**src/hdl/isu_pkg.sv**
```systemverilog
// ----------------------------------------------------------------------------
// isu_pkg: shared types and codes of the indexed stack table
// Request and response payloads, request and status codes, and the command
// and status groups between the controller and the datapath.
// ----------------------------------------------------------------------------
package isu_pkg;

  localparam int unsigned DEPTH_DEF     = 1024;
  localparam int unsigned WORD_BITS_DEF = 32;

  localparam int unsigned OP_BITS   = 3;
  localparam int unsigned POS_BITS  = 10;
  localparam int unsigned VAL_BITS  = 32;
  localparam int unsigned CNT_BITS  = 11;
  localparam int unsigned STAT_BITS = 2;

  // request codes
  localparam logic [OP_BITS-1:0] OP_PUSH   = 3'd0;
  localparam logic [OP_BITS-1:0] OP_POP    = 3'd1;
  localparam logic [OP_BITS-1:0] OP_GET    = 3'd2;
  localparam logic [OP_BITS-1:0] OP_SET    = 3'd3;
  localparam logic [OP_BITS-1:0] OP_FILL   = 3'd4;
  localparam logic [OP_BITS-1:0] OP_SEARCH = 3'd5;
  localparam logic [OP_BITS-1:0] OP_CLEAR  = 3'd6;

  // status codes
  localparam logic [STAT_BITS-1:0] ST_OK    = 2'd0;
  localparam logic [STAT_BITS-1:0] ST_FULL  = 2'd1;
  localparam logic [STAT_BITS-1:0] ST_EMPTY = 2'd2;
  localparam logic [STAT_BITS-1:0] ST_RANGE = 2'd3;

  typedef struct packed {
    logic [OP_BITS-1:0]  req_type;
    logic [POS_BITS-1:0] position;
    logic [VAL_BITS-1:0] value;
  } req_t;

  typedef struct packed {
    logic [VAL_BITS-1:0]  read_word;
    logic                 hit;
    logic [POS_BITS-1:0]  found_at;
    logic [CNT_BITS-1:0]  count;
    logic                 is_empty;
    logic [STAT_BITS-1:0] status;
  } rsp_t;

  // controller to datapath
  typedef struct packed {
    logic capture;  // latch request, start read, set up walk
    logic step;     // advance the walk by one entry
    logic load;     // commit count and load the response register
  } cmd_t;

  // datapath to controller
  typedef struct packed {
    logic done;     // request work finished, result ready to load
  } sts_t;

endpackage

```
**src/hdl/isu_ctrl.sv**
```systemverilog
// ----------------------------------------------------------------------------
// isu_ctrl: request sequencer
// Accepts a request, lets the datapath run until it reports done, and loads
// the response register once it is free.
// ----------------------------------------------------------------------------
module isu_ctrl (
  input  logic          clk_i,
  input  logic          rst_ni,
  input  logic          in_valid_i,
  output logic          in_ready_o,
  output logic          out_valid_o,
  input  logic          out_ready_i,
  output isu_pkg::cmd_t cmd_o,
  input  isu_pkg::sts_t sts_i
);
  import isu_pkg::*;

  localparam logic S_IDLE = 1'b0;
  localparam logic S_EXEC = 1'b1;

  logic state_q, state_d;
  logic out_valid_q, out_valid_d;
  logic slot_free;

  assign in_ready_o = (state_q == S_IDLE);
  assign slot_free  = !out_valid_q || out_ready_i;

  always_comb begin
    cmd_o         = '0;
    cmd_o.capture = in_valid_i && in_ready_o;
    state_d       = state_q;
    case (state_q)
      S_IDLE: begin
        if (cmd_o.capture) begin
          state_d = S_EXEC;
        end
      end
      S_EXEC: begin
        cmd_o.step = !sts_i.done;
        cmd_o.load = sts_i.done && slot_free;
        if (cmd_o.load) begin
          state_d = S_IDLE;
        end
      end
      default: begin
        state_d = S_IDLE;
      end
    endcase
  end

  always_comb begin
    if (cmd_o.load) begin
      out_valid_d = 1'b1;
    end else if (out_ready_i) begin
      out_valid_d = 1'b0;
    end else begin
      out_valid_d = out_valid_q;
    end
  end

  assign out_valid_o = out_valid_q;

  always_ff @(posedge clk_i or negedge rst_ni) begin
    if (!rst_ni) begin
      state_q     <= S_IDLE;
      out_valid_q <= 1'b0;
    end else begin
      state_q     <= state_d;
      out_valid_q <= out_valid_d;
    end
  end

endmodule

```
**config.mk**
```make
export PLATFORM = sky130hd
export DESIGN_NAME = isu_ctrl
export DESIGN_NICKNAME = d
export VERILOG_FILES = /design/src/hdl/isu_pkg.sv /design/src/hdl/isu_ctrl.sv
export SDC_FILE = /design/constraint.sdc
export NUM_CORES = 1
export LEC_CHECK = 0
export BUFFER_PORTS_ARGS = -buffer_cell sky130_fd_sc_hd__buf_2
export CAP_MARGIN = 25
export CORE_AREA = 2 2 39 41
export CTS_BUF_LIST = sky130_fd_sc_hd__clkbuf_16
export CTS_CLUSTER_DIAMETER = 80
export DETAILED_ROUTE_END_ITERATION = 10
export DIE_AREA = 0 0 41 43
export PLACE_DENSITY = 0.3
export SETUP_SLACK_MARGIN = 0.02
export SYNTH_ARGS = -nofsm -noshare
export SYNTH_HDL_FRONTEND = slang
export SYNTH_SLANG_ARGS = --single-unit
```
**constraint.sdc**
```tcl
create_clock -name clk_i -period 1.5 [get_ports clk_i]
set_input_delay 0 -clock clk_i [delete_from_list [all_inputs] [get_ports clk_i]]
set_output_delay 0 -clock clk_i [all_outputs]
set_load 0.02 [all_outputs]
```
======== Word-level counts from Yosys, hierarchy flattened ========
Index checks and enable logic that the tools add are counted.
Widths: inputs -> output; s select.
word-level totals
  bits of input ports ..................... 5
  bits in registers ....................... 2
cells by class
  reductions and logical operators ........ 6
  bitwise logic cells ..................... 1
  mux-type cells .......................... 6
operator list
  operator           number
  $mux 1             4
  $logic_and 1x1->1  2
  $logic_not 1->1    2
  $mux 2             1
  $pmux 1 s2         1
  $reduce_bool 2->1  1
  $logic_or 1x1->1   1
  $not 1->1          1

======== Logic depth before layout (Yosys ltp) ========
Gate-level depths: netlist (run 1).
  depth in word-level cells ............... 5
  depth in mapped cells ................... 3
  depth with buffers taken out ............ 2

======== Least setup slack after synthesis (run 1) ========
No wires, ideal clock.
  path kind ............................... register to output
  from .................................... register out_valid_q, in the netlist out_valid_o
  to ...................................... output cmd_o[0] (netlist name)
  stages on the path, launching flop included .. 4
  required time ........................... 1.500 ns
  slack ................................... 0.682 ns
  data arrival time ....................... 0.818 ns
  cells stage by stage .................... dfrtp_1 -> nand2b_4 -> nor2b_1 -> buf_4
RTL lines
  element                 line            RTL
  start, declared         isu_ctrl.sv:22  logic out_valid_q, out_valid_d;
  start signal, assigned  isu_ctrl.sv:69  out_valid_q <= out_valid_d;
  end, declared           isu_ctrl.sv:13  output isu_pkg::cmd_t cmd_o,

==> implementation parameters, run 1 <==
Parameter                              Value

Outcome
  Result of the run    finished clean

Timing
  Max frequency    1000 MHz
  Layout Skew    0.002361 ns
  Final Hold Vio Count    0
  Final Cycle Share    66.66%
  Unrepaired setup endpoints after global routing    no
  Relative slew margins    91.02%
  Final worst-path setup slack    0.5000 ns
  Fin. max-slew vios    0
  Final setup fails    0
  Fin Setup TNS    0 ns
  Worst-margin pin slew    0.1347 ns
  Final Hold Slack    0.006520 ns
  Minimum clock period after layout    1.000 ns

Worst hold path
  Worst hold path stage count    2
  Hold EP    state_q$_DFF_PN0_
  Hold path startpoint    sts_i
  Class of the tightest hold or removal check    input pin to register

Logic synthesis
  Count of distinct cell types in the synthesized netlist    9
  Synth Area in Simple Gates    39.33%
  Syn Inst Count    12
  Synthesized area divided by synthesized cell count    9.280 µm²
  Multiplexer share of the synthesized area    0%
  Dominant combinational cell family by area after synthesis    simple AND/OR/NAND/NOR gates
  Yosys warning count    0
  Area fraction in compound gates after synthesis    5.618%
  Portion of the post-synthesis area used by sequential elements    44.94%
  Fraction of the mapped netlist area in adder cells    0%
  Nets in the synthesized netlist    17
  Synth Area in XOR/XNOR    0%
  Area of the mapped netlist    111.4 µm²
  Seq cells post-synth    2

Setup path
  Stage delay of the slowest cell on the critical path    0.40 ns
  FF-to-FF End    state_q$_DFF_PN0_
  Bufs and invs on worst path    1
  CP Max Fanout    3
  CP required    1.50 ns
  Type of the worst setup path    register to primary output
  Cell-by-cell trace of the critical path    nand2b_4 -> nor2b_1 -> buf_2
  Worst flop-to-flop path startpoint    state_q$_DFF_PN0_
  Reg2Reg Depth    2
  Family with the most delay on the worst path    flip-flops
  Cell at the slowest stage of the critical path    sky130_fd_sc_hd__dfrtp_1
  Startpoint Class    register
  Arr. time, crit path    1.00 ns
  Reg2reg setup slack    0.81 ns
  Endpoint kind of the worst setup timing path    primary output
  Levels on crit path    3

Finish
  Synth-to-Final Area Change    128.1%
  Number of inserted diodes    0
  Layout Utilization    18.35%
  Fraction of layout cells with a size suffix above 1    58.33%
  Net total in the final layout    31

Global routing
  Wire length of the first global-routing pass    538 µm
  Initial antenna violation count    0
  M3 GR Usage    4.712%
  Vias in the first global route    137
  Met2 track utilization from global routing    4.688%
  Remaining global-route overflow    0
  Largest net degree at the start of global routing    6
  Met1 layer usage reported by global route    6.431%
  Busiest grt layer    met1
  Combined global-route utilization of all metal layers    5.321%

Power and ir drop
  Internal Power    0.0004362 W
  Switching Fraction    21.20%
  Peak supply drop    0.0003768 V
  Switching power of the nets    0.0001173 W
  Clk pwr share    71.5%
  Power share of the combinational group    14.8%
  Pwr dens    2179 mW/mm²
  Share of total power in sequential cells    13.6%
  Leakage component of the power    0.1364 nW

Clock tree
  Clock-pin slew on the worst setup and hold paths    0.03 ns
  Max Buffers Root-to-Sink    2
  Clock root buffer master    sky130_fd_sc_hd__clkbuf_16
  Clock latency on the worst-skew pair    0.22 ns
  # hold bufs at CTS    1
  Gates resized, CTS repair    0
  Clock sink total    2
  TritonCTS Buffers    3
  TritonCTS clock tree    done
  Post-CTS Repair Setup Buffers    0
  Maximum level of the CTS H-tree    1

Route
  Residual DRC    0
  Antenna-violating nets left    0
  Initial DRT Pass Iterations    2
  Number of violations reported at the end of detailed-routing iteration 0    3
  Routed wire length    328 µm
  DR vias    113
  Routed WL per cell    8.200 µm
  Vias per cell    2.825

Die
  Die extent in x    41 µm
  Total die area    0.001763 mm²
  Effective utilization at floorplan    8.047%
  Row Count    14
  Die Y    43 µm
  I/O pin cnt    10
  Floorplan Core Area    0.001384 mm²

Place
  Input/output buffers    9
  Pre-CTS worst setup slack    0.7112 ns
  Detailed Place HPWL    252.1 µm
  Gpl congestion    0.5449

Run
  Max Cap Violations    0
[state kept, by name, summed over array words and instances, names as in the netlist]
signal and cells:
out_valid_o 1, state_q 1
[cell type report]
type                       instances  area, µm²
multi-input combinational          8      50.05
clock buffer                       3      75.07
sequential                         2      50.05
fill                             157       1130
inverter                           1      3.754
timing repair buffer              10      55.05
tap                               16      20.02
[per-layer routing]
metal | up-vias | share of wire (%)
met5 | - | 0
met4 | 0 | 0
met1 | 43 | 53
met3 | 0 | 16
li1 | 60 | -
met2 | 10 | 30
[kinds of logic (layout without fill, tap and decap cells)]
| family | count (synthesis) | after routing |
|---|---|---|
| AOI/OAI and AO/OA | 1 | 1 |
| buffers and inverters | 2 | 14 |
| and+or+nand+nor | 7 | 7 |
| DFF | 2 | 2 |
[metrics by stage]
stage	area, µm²	power [W]	cells
detailed placement	168.9	0.0001569	36
finish	254.0	0.0005535	40
global route	254.0	0.0005794	40
global placement	168.9	0.0001547	36
floorplan	111.4	0.0001301	12
CTS	254.0	0.0005633	40
[worst max path at each step]
stage | start | to | slack [ns]
CTS | out_valid_o$_DFFE_PN0P_ | cmd_o[0] | 0.48
global route | state_q$_DFF_PN0_ | cmd_o[0] | 0.42
global placement | out_valid_o$_DFFE_PN0P_ | cmd_o[0] | 0.73
floorplan | out_valid_o$_DFFE_PN0P_ | cmd_o[0] | 0.68
finish | out_valid_o$_DFFE_PN0P_ | cmd_o[0] | 0.50
detailed placement | out_valid_o$_DFFE_PN0P_ | cmd_o[0] | 0.71
[cell usage in the layout, fill, tap and decap left out]
cell and instances:
sky130_fd_sc_hd__buf_2 9, sky130_fd_sc_hd__clkbuf_16 3, sky130_fd_sc_hd__nand2_1 2, sky130_fd_sc_hd__nor2_1 2, sky130_fd_sc_hd__dfrtp_1 2, sky130_fd_sc_hd__nand2b_4 1, sky130_fd_sc_hd__nor2b_1 1, sky130_fd_sc_hd__inv_1 1
sky130_fd_sc_hd__and2b_2 1, sky130_fd_sc_hd__a31oi_1 1, sky130_fd_sc_hd__dlygate4sd3_1 1
[synthesized netlist by cell type]
cell	n	area [µm²]
sky130_fd_sc_hd__inv_1	1	3.750
sky130_fd_sc_hd__nor2b_1	1	6.260
sky130_fd_sc_hd__nand2_1	2	7.510
sky130_fd_sc_hd__a31oi_1	1	6.260
sky130_fd_sc_hd__buf_4	1	7.510
sky130_fd_sc_hd__and2b_2	1	8.760
sky130_fd_sc_hd__nor2_1	2	7.510
sky130_fd_sc_hd__nand2b_4	1	13.76
sky130_fd_sc_hd__dfrtp_1	2	50.05
[power by group through the flow]
stage / logic, W / clock network [W] / registers [W]
2_1_floorplan: 0.0000497 / 0 / 0.0000804
3_3_place_gp: 0.0000793 / 0 / 0.0000754
3_5_place_dp: 0.0000806 / 0 / 0.0000763
4_1_cts: 0.0000830 / 0.000404 / 0.0000758
5_1_grt: 0.0000914 / 0.000409 / 0.0000786
6_report: 0.0000821 / 0.000396 / 0.0000755
(Power assumes the default switching activity.)
==> run 2: changes to the inputs <==
- clock period: 1.5 -> 0.9 ns (I/O delays scaled with it)
==> run 2 against run 1 <==
The run now ends with setup timing left. Utilization grew 3.0 points. Largest power group unchanged. Critical path depth fell by 1. Sequential power is 72% higher. Sequential share of layout area down 2.3 points. Flip-flop and latch count unchanged. Final area rose by 16%.
==> implementation parameters, run 2 (synthesized netlist as in run 1, its figures left out) <==
Parameter                              Value

Outcome
  Result of the run    finished with violations (was finished clean)
  Violated checks    setup timing

Clock tree
  Post-CTS Repair Setup Buffers    0 (unchanged)
  TritonCTS clock tree    done (unchanged)
  Maximum level of the CTS H-tree    1 (unchanged)
  Max Buffers Root-to-Sink    2 (unchanged)
  Clock sink total    2 (unchanged)
  Clock latency on the worst-skew pair    0.22 ns (about the same)
  TritonCTS Buffers    3 (unchanged)
  Clock root buffer master    sky130_fd_sc_hd__clkbuf_16 (unchanged)
  Clock-pin slew on the worst setup and hold paths    0.03 ns (about the same)

Finish
  Area of the multi-input gates    65.06 µm² (was 50.05 µm²)
  Total area of sequential cells    51.30 µm² (was 50.05 µm²)
  Most common library cell in the layout ignoring fill and taps    sky130_fd_sc_hd__buf_2 (unchanged)
  Synth-to-Final Area Change    165.2% (was 128.1%)
  Fraction of layout cells with a size suffix above 1    75.00% (was 58.33%)
  Commonest cells after routing, fill and taps aside    sky130_fd_sc_hd__buf_2, sky130_fd_sc_hd__buf_6, sky130_fd_sc_hd__clkbuf_16 (was sky130_fd_sc_hd__buf_2, sky130_fd_sc_hd__clkbuf_16, sky130_fd_sc_hd__nand2_1, sky130_fd_sc_hd__nor2_1, sky130_fd_sc_hd__dfrtp_1)
  Layout Utilization    21.34% (was 18.35%)
  Net total in the final layout    31 (unchanged)
  Number of inserted diodes    0 (unchanged)
  Total of fill cells in the finished design    149 (was 157)

Timing
  Final Cycle Share    107.3%
  Fin Setup TNS    -0.1323 ns (was 0 ns)
  Relative slew margins    90.69% (was 91.02%)
  Max frequency    1035 MHz
  Layout Skew    0.002297 ns (was 0.002361 ns)
  Final setup fails    3 (was 0)
  Unrepaired setup endpoints after global routing    yes (was no)
  Minimum clock period after layout    0.9661 ns
  Final Hold Vio Count    0 (unchanged)
  Fin. max-slew vios    0 (unchanged)
  Worst-margin pin slew    0.1397 ns (was 0.1347 ns)
  Final worst-path setup slack    -0.06610 ns (was 0.5000 ns)

Place
  Detailed Place HPWL    252.1 µm (unchanged)
  Gpl congestion    0.5449 (unchanged)
  Input/output buffers    9 (unchanged)

Power and ir drop
  Peak supply drop    0.0006460 V (was 0.0003768 V)
  Power share of the combinational group    19.7% (was 14.8%)
  Leakage component of the power    0.1482 nW (was 0.1364 nW)
  Share of total power in sequential cells    13.2% (was 13.6%)
  Clk pwr share    67.1% (was 71.5%)
  Internal Power    0.0007695 W (was 0.0004362 W)
  Switching power of the nets    0.0002135 W (was 0.0001173 W)
  Switching Fraction    21.72% (was 21.20%)
  Pwr dens    3329 mW/mm² (was 2179 mW/mm²)

Global routing
  Initial antenna violation count    0 (unchanged)
  Wire length of the first global-routing pass    558 µm (was 538 µm)
  Combined global-route utilization of all metal layers    5.522% (was 5.321%)
  Largest net degree at the start of global routing    6 (unchanged)
  Vias in the first global route    139 (was 137)
  Remaining global-route overflow    0 (unchanged)

Route
  DR vias    122 (was 113)
  Vias per cell    3.050 (was 2.825)
  Antenna-violating nets left    0 (unchanged)
  Routed wire length    346 µm (was 328 µm)
  Routed WL per cell    8.650 µm (was 8.200 µm)
  Residual DRC    0 (unchanged)
  Number of violations reported at the end of detailed-routing iteration 0    1 (was 3)
  Initial DRT Pass Iterations    2 (unchanged)

Setup path
  Cell at the slowest stage of the critical path    sky130_fd_sc_hd__dfrtp_2 (was sky130_fd_sc_hd__dfrtp_1)
  CP required    0.90 ns (was 1.50 ns)
  FF-to-FF End    out_valid_o$_DFFE_PN0P_ (was state_q$_DFF_PN0_)
  Reg2Reg Depth    2 (unchanged)
  Reg2reg setup slack    0.17 ns (was 0.81 ns)
  Arr. time, crit path    0.97 ns (was 1.00 ns)
  Type of the worst setup path    register to primary output (unchanged)
  Cell-by-cell trace of the critical path    and2b_2 -> buf_6 (was nand2b_4 -> nor2b_1 -> buf_2)
  CP Max Fanout    5 (was 3)
  Startpoint of the worst setup timing path    state_q$_DFF_PN0_ (was out_valid_o$_DFFE_PN0P_)
  Endpoint kind of the worst setup timing path    primary output (unchanged)
  Startpoint Class    register (unchanged)
  Stage delay of the slowest cell on the critical path    0.42 ns (was 0.40 ns)
  Worst flop-to-flop path startpoint    state_q$_DFF_PN0_ (unchanged)

Die
  I/O pin cnt    10 (unchanged)
  Row Count    14 (unchanged)
  Die extent in x    41 µm (unchanged)
  Total die area    0.001763 mm² (unchanged)
  Floorplan Core Area    0.001384 mm² (unchanged)
  Effective utilization at floorplan    8.047% (unchanged)
  Die Y    43 µm (unchanged)

Worst hold path
  Hold path startpoint    sts_i (unchanged)
  Hold EP    state_q$_DFF_PN0_ (unchanged)
  Class of the tightest hold or removal check    input pin to register (unchanged)
  Worst hold path stage count    2 (unchanged)

Run
  Max Cap Violations    0 (unchanged)
-- run 2: final cells by class --
| cell class | instances | area share, % |
|---|---|---|
| sequential | 2 | 17.37 |
| inverter | 1 | 1.271 |
| multi-input combinational | 8 | 22.03 |
| clock buffer | 3 | 25.42 |
| timing repair buffer | 10 | 27.12 |
| tap | 16 | 6.780 |
-- run 2: critical path: cells and delay by family, from the launching register on --
family,cells,cell delay (ns)
flip-flops,1,0.42
AND/OR/NAND/NOR,1,0.22
buffers and inverters,1,0.11
-- run 2: per-stage QoR --
stage          area, µm²  hold slack (ns)  worst slack (ns)  power [W]  cells
3_3_place_gp       168.9          -0.2129            0.1291  0.0002579     36
2_1_floorplan      111.4          -0.2956           0.08244  0.0002169     12
6_report           295.3          0.04008          -0.06610  0.0009830     40
3_5_place_dp       168.9          -0.2098            0.1112  0.0002614     36
4_1_cts            279.0         0.006125          -0.07113  0.0009730     40
5_1_grt            295.3          0.06345           -0.1080   0.001026     40
-- run 2: worst max path at each step --
stage,depth (start not counted),endpoint,slack [ns]
after global placement,3,cmd_o[0],0.13
after global routing,3,cmd_o[0],-0.11
after CTS,3,cmd_o[0],-0.07
final,2,cmd_o[2],-0.07
after floorplan,3,cmd_o[0],0.08
after detailed placement,3,cmd_o[0],0.11
-- run 2: layer usage --
layer / track usage (%) / wire length (µm) / vias to the layer above
li1: - / - / 60
met1: 6.752 / 178 / 52
met2: 5.000 / 120 / 10
met3: 4.712 / 47 / 0
met4: 6.000 / 0 / 0
met5: 0 / 0 / -
-- run 2: power groups by stage --
stage	sequential [W]	clock, W	combinational, W
after CTS	0.000126	0.000674	0.000173
after global placement	0.000126	0	0.000132
after global routing	0.000134	0.000682	0.000209
after detailed placement	0.000127	0	0.000134
final	0.000130	0.000660	0.000194
after floorplan	0.000134	0	0.0000829
-- run 2: timing repair --
action,4_1_cts,5_1_grt
endpoints found under the hold margin,2,0
hold buffers,1,0
resized for setup,8,6
setup endpoints to repair,4,4
==> run 3: changes to the inputs <==
- ABC_AREA: unset -> 1
==> run 3 against run 2 <==
The flow still finishes with violations (setup timing). Maximum frequency increased by 4.1%. Final area shrank 3.4%. Sequential share of layout area rose by 0.17 points. Clock power rose by 0.8%. Utilization decreased by 0.72 points. Via count rose by 15%. Die area did not move. Critical endpoint is now cmd_o[0]. Largest cell class unchanged. Largest power group unchanged. Highest routed layer is now met4.
==> implementation parameters, run 3 <==
Parameter                              Value

Logic synthesis
  Post-synth ARST share    100.0% (unchanged)
  Synth Area in Simple Gates    21.74% (was 39.33%)
  Yosys warning count    0 (unchanged)
  Flip-flop cell with the highest count after synthesis    sky130_fd_sc_hd__dfrtp_1 (unchanged)
  Syn Inst Count    15 (was 12)
  Area fraction in compound gates after synthesis    15.22% (was 5.618%)
  Count of distinct cell types in the synthesized netlist    7 (was 9)
  Nets in the synthesized netlist    20 (was 17)
  Leading cell types by count after synthesis    sky130_fd_sc_hd__inv_1, sky130_fd_sc_hd__nor2_1, sky130_fd_sc_hd__a21oi_2, sky130_fd_sc_hd__dfrtp_1, sky130_fd_sc_hd__nand2_1 (was sky130_fd_sc_hd__dfrtp_1, sky130_fd_sc_hd__nand2_1, sky130_fd_sc_hd__nor2_1)
  Portion of the post-synthesis area used by sequential elements    43.48% (was 44.94%)
  Seq cells post-synth    2 (unchanged)
  Ranking of synthesized cells by area    sky130_fd_sc_hd__dfrtp_1, sky130_fd_sc_hd__a21oi_2, sky130_fd_sc_hd__inv_1, sky130_fd_sc_hd__nor2_1, sky130_fd_sc_hd__buf_4 (was sky130_fd_sc_hd__dfrtp_1, sky130_fd_sc_hd__nand2b_4, sky130_fd_sc_hd__and2b_2, sky130_fd_sc_hd__buf_4, sky130_fd_sc_hd__nand2_1)
  Fraction of the mapped netlist area in adder cells    0% (unchanged)
  Synth Area in XOR/XNOR    0% (unchanged)
  Dominant combinational cell family by area after synthesis    simple AND/OR/NAND/NOR gates (unchanged)
  Area of the mapped netlist    115.1 µm² (was 111.4 µm²)
  Synthesized area divided by synthesized cell count    7.674 µm² (was 9.280 µm²)
  Multiplexer share of the synthesized area    0% (unchanged)
  Number of flops mapped to enable cells by yosys    0 (unchanged)
  Cell with the most instances after synthesis    sky130_fd_sc_hd__inv_1
  Cell taking the most area after synthesis    sky130_fd_sc_hd__dfrtp_1 (unchanged)
  Share of Yosys cell area claimed by the top area cell type    43.48% (was 44.94%)

Finish
  Non-filler cells, final    44 (was 40)
  Commonest cells after routing, fill and taps aside    sky130_fd_sc_hd__buf_2, sky130_fd_sc_hd__inv_1, sky130_fd_sc_hd__clkbuf_16, sky130_fd_sc_hd__buf_4 (was sky130_fd_sc_hd__buf_2, sky130_fd_sc_hd__buf_6, sky130_fd_sc_hd__clkbuf_16)
  Number of inserted diodes    0 (unchanged)
  Layout Utilization    20.61% (was 21.34%)
  Net total in the final layout    35 (was 31)
  Most common library cell in the layout ignoring fill and taps    sky130_fd_sc_hd__buf_2 (unchanged)
  Fraction of layout cells with a size suffix above 1    64.29% (was 75.00%)
  Synth-to-Final Area Change    147.8% (was 165.2%)

Timing
  Fin. max-slew vios    0 (unchanged)
  Final setup fails    2 (was 3)
  Worst-margin pin slew    0.1393 ns (was 0.1397 ns)
  Minimum clock period after layout    0.9284 ns (was 0.9661 ns)
  Final worst-path setup slack    -0.02838 ns (was -0.06610 ns)
  Max frequency    1077 MHz (was 1035 MHz)
  Relative slew margins    90.68% (was 90.69%)
  Unrepaired setup endpoints after global routing    yes (unchanged)
  Layout Skew    0.0006812 ns (was 0.002297 ns)
  Final Hold Vio Count    0 (unchanged)
  Final Cycle Share    103.2% (was 107.3%)

Global routing
  Combined global-route utilization of all metal layers    6.024% (was 5.522%)
  Remaining global-route overflow    0 (unchanged)
  Initial antenna violation count    0 (unchanged)
  Wire length of the first global-routing pass    607 µm (was 558 µm)
  Largest net degree at the start of global routing    5 (was 6)
  Vias in the first global route    144 (was 139)

Setup path
  Cell at the slowest stage of the critical path    sky130_fd_sc_hd__dfrtp_1 (was sky130_fd_sc_hd__dfrtp_2)
  Reg2Reg Depth    4 (was 2)
  Arr. time, crit path    0.93 ns (was 0.97 ns)
  CP required    0.90 ns (about the same)
  Worst flop-to-flop path startpoint    state_q$_DFF_PN0_ (unchanged)
  Endpoint kind of the worst setup timing path    primary output (unchanged)
  Cell-by-cell trace of the critical path    nand2_2 -> a21oi_2 -> buf_6 (was and2b_2 -> buf_6)
  CP Max Fanout    4 (was 5)
  Family with the most delay on the worst path    flip-flops (unchanged)
  Startpoint Class    register (unchanged)
  Bufs and invs on worst path    1 (unchanged)
  Stage delay of the slowest cell on the critical path    0.38 ns (was 0.42 ns)
  Reg2reg setup slack    0.10 ns (was 0.17 ns)
  FF-to-FF End    state_q$_DFF_PN0_ (was out_valid_o$_DFFE_PN0P_)
  Type of the worst setup path    register to primary output (unchanged)

Power and ir drop
  Pwr dens    3388 mW/mm² (was 3329 mW/mm²)
  Leakage component of the power    0.1520 nW (was 0.1482 nW)
  Peak supply drop    0.0006669 V (was 0.0006460 V)

Place
  Post-Place Cells    39 (was 36)
  Gpl congestion    0.5603 (was 0.5449)
  Input/output buffers    9 (unchanged)

Route
  Number of violations reported at the end of detailed-routing iteration 0    4 (was 1)
  DR vias    140 (was 122)
  Antenna-violating nets left    0 (unchanged)
  Residual DRC    0 (unchanged)
  Routed wire length    378 µm (was 346 µm)
  Routed WL per cell    8.591 µm (was 8.650 µm)
  Initial DRT Pass Iterations    4 (was 2)
  Vias per cell    3.182 (was 3.050)

Worst hold path
  Hold path startpoint    in_valid_i (was sts_i)
  Class of the tightest hold or removal check    input pin to register (unchanged)
  Worst hold path stage count    3 (was 2)
  Hold EP    state_q$_DFF_PN0_ (unchanged)

Die
  Floorplan Core Area    0.001384 mm² (unchanged)
  Effective utilization at floorplan    8.318% (was 8.047%)
  I/O pin cnt    10 (unchanged)
  Total die area    0.001763 mm² (unchanged)
  Row Count    14 (unchanged)
  Die extent in x    41 µm (unchanged)
  Die Y    43 µm (unchanged)

Outcome
  Violated checks    setup timing (unchanged)
  Result of the run    finished with violations (unchanged)

Clock tree
  TritonCTS clock tree    done (unchanged)
  Max Buffers Root-to-Sink    2 (unchanged)
  Clock latency on the worst-skew pair    0.22 ns (about the same)
  TritonCTS Buffers    3 (unchanged)
  Clock root buffer master    sky130_fd_sc_hd__clkbuf_16 (unchanged)
  Maximum level of the CTS H-tree    1 (unchanged)
  Clock sink total    2 (unchanged)
  Clock-pin slew on the worst setup and hold paths    0.03 ns (about the same)

Run
  Max Cap Violations    0 (unchanged)
[run 3: cell count changes after synthesis, sizes merged]
cell and delta:
nand2 +1, a21oi +2, nor2 +1, a31oi -1, nand2b -1, and2b -1, nor2b -1, inv +3
[run 3: cells by family after synthesis]
family,after synthesis
compound gates,2
buf+inv,5
flops,2
simple gates,6
[run 3: tightest hold or removal path, delay by kind of cell]
family / cells / cell delay, ns
simple gates: 1 / 0.05
compound gates: 1 / 0.09
buf+inv: 1 / 0.09
[run 3: area by class of cell]
type / count / area, µm²
fillers: 152 / 1099
repair buffers: 11 / 80.08
clock buffers: 3 / 75.07
flip-flops and latches: 2 / 50.05
multi-input cells: 8 / 45.04
well taps: 16 / 20.02
inverters: 4 / 15.01
[run 3: report_power, final]
group          internal (W)  switching (W)  total (W)
registers          0.000107      0.0000164   0.000124
logic             0.0000796      0.0000982   0.000178
clock network      0.000565      0.0000998   0.000665
[run 3: per-stage QoR]
stage                     setup TNS [ns]  setup slack [ns]  hold slack (ns)  instance area (µm²)   power, W
after CTS                       -0.05551          -0.03009          0.03986                279.0  0.0009689
after floorplan                        0           0.09547          -0.2956                115.1  0.0002183
final                           -0.05674          -0.02838          0.04200                285.3  0.0009665
after detailed placement               0            0.1656          -0.2090                172.7  0.0002621
after global placement                 0            0.1714          -0.2098                172.7  0.0002622
after global routing             -0.1942          -0.08999          0.06704                285.3   0.001008
[run 3: how the worst max path moves through the flow]
stage,from,endpoint,depth (start not counted)
6_report,state_q$_DFF_PN0_,cmd_o[0],3
5_1_grt,state_q$_DFF_PN0_,cmd_o[0],3
4_1_cts,state_q$_DFF_PN0_,cmd_o[1],3
3_5_place_dp,state_q$_DFF_PN0_,cmd_o[1],3
3_3_place_gp,state_q$_DFF_PN0_,cmd_o[1],3
2_1_floorplan,state_q$_DFF_PN0_,cmd_o[1],2
[run 3: what timing repair did]
item                                    in CTS  in global routing
pin swaps                                    1                  1
hold buffers                                 1                  0
hold endpoints to repair                     2                  0
gates resized for setup                      5                  3
endpoints found under the setup margin       3                  5
setup buffers                                1                  0
[run 3: layer usage]
metal | vias to the layer above | GRT usage [%] | share of wire, %
li1 | 68 | - | -
met1 | 57 | 6.431 | 42
met2 | 13 | 5.938 | 34
met3 | 2 | 4.712 | 20
met4 | 0 | 8.000 | 3.4
met5 | - | 0 | 0
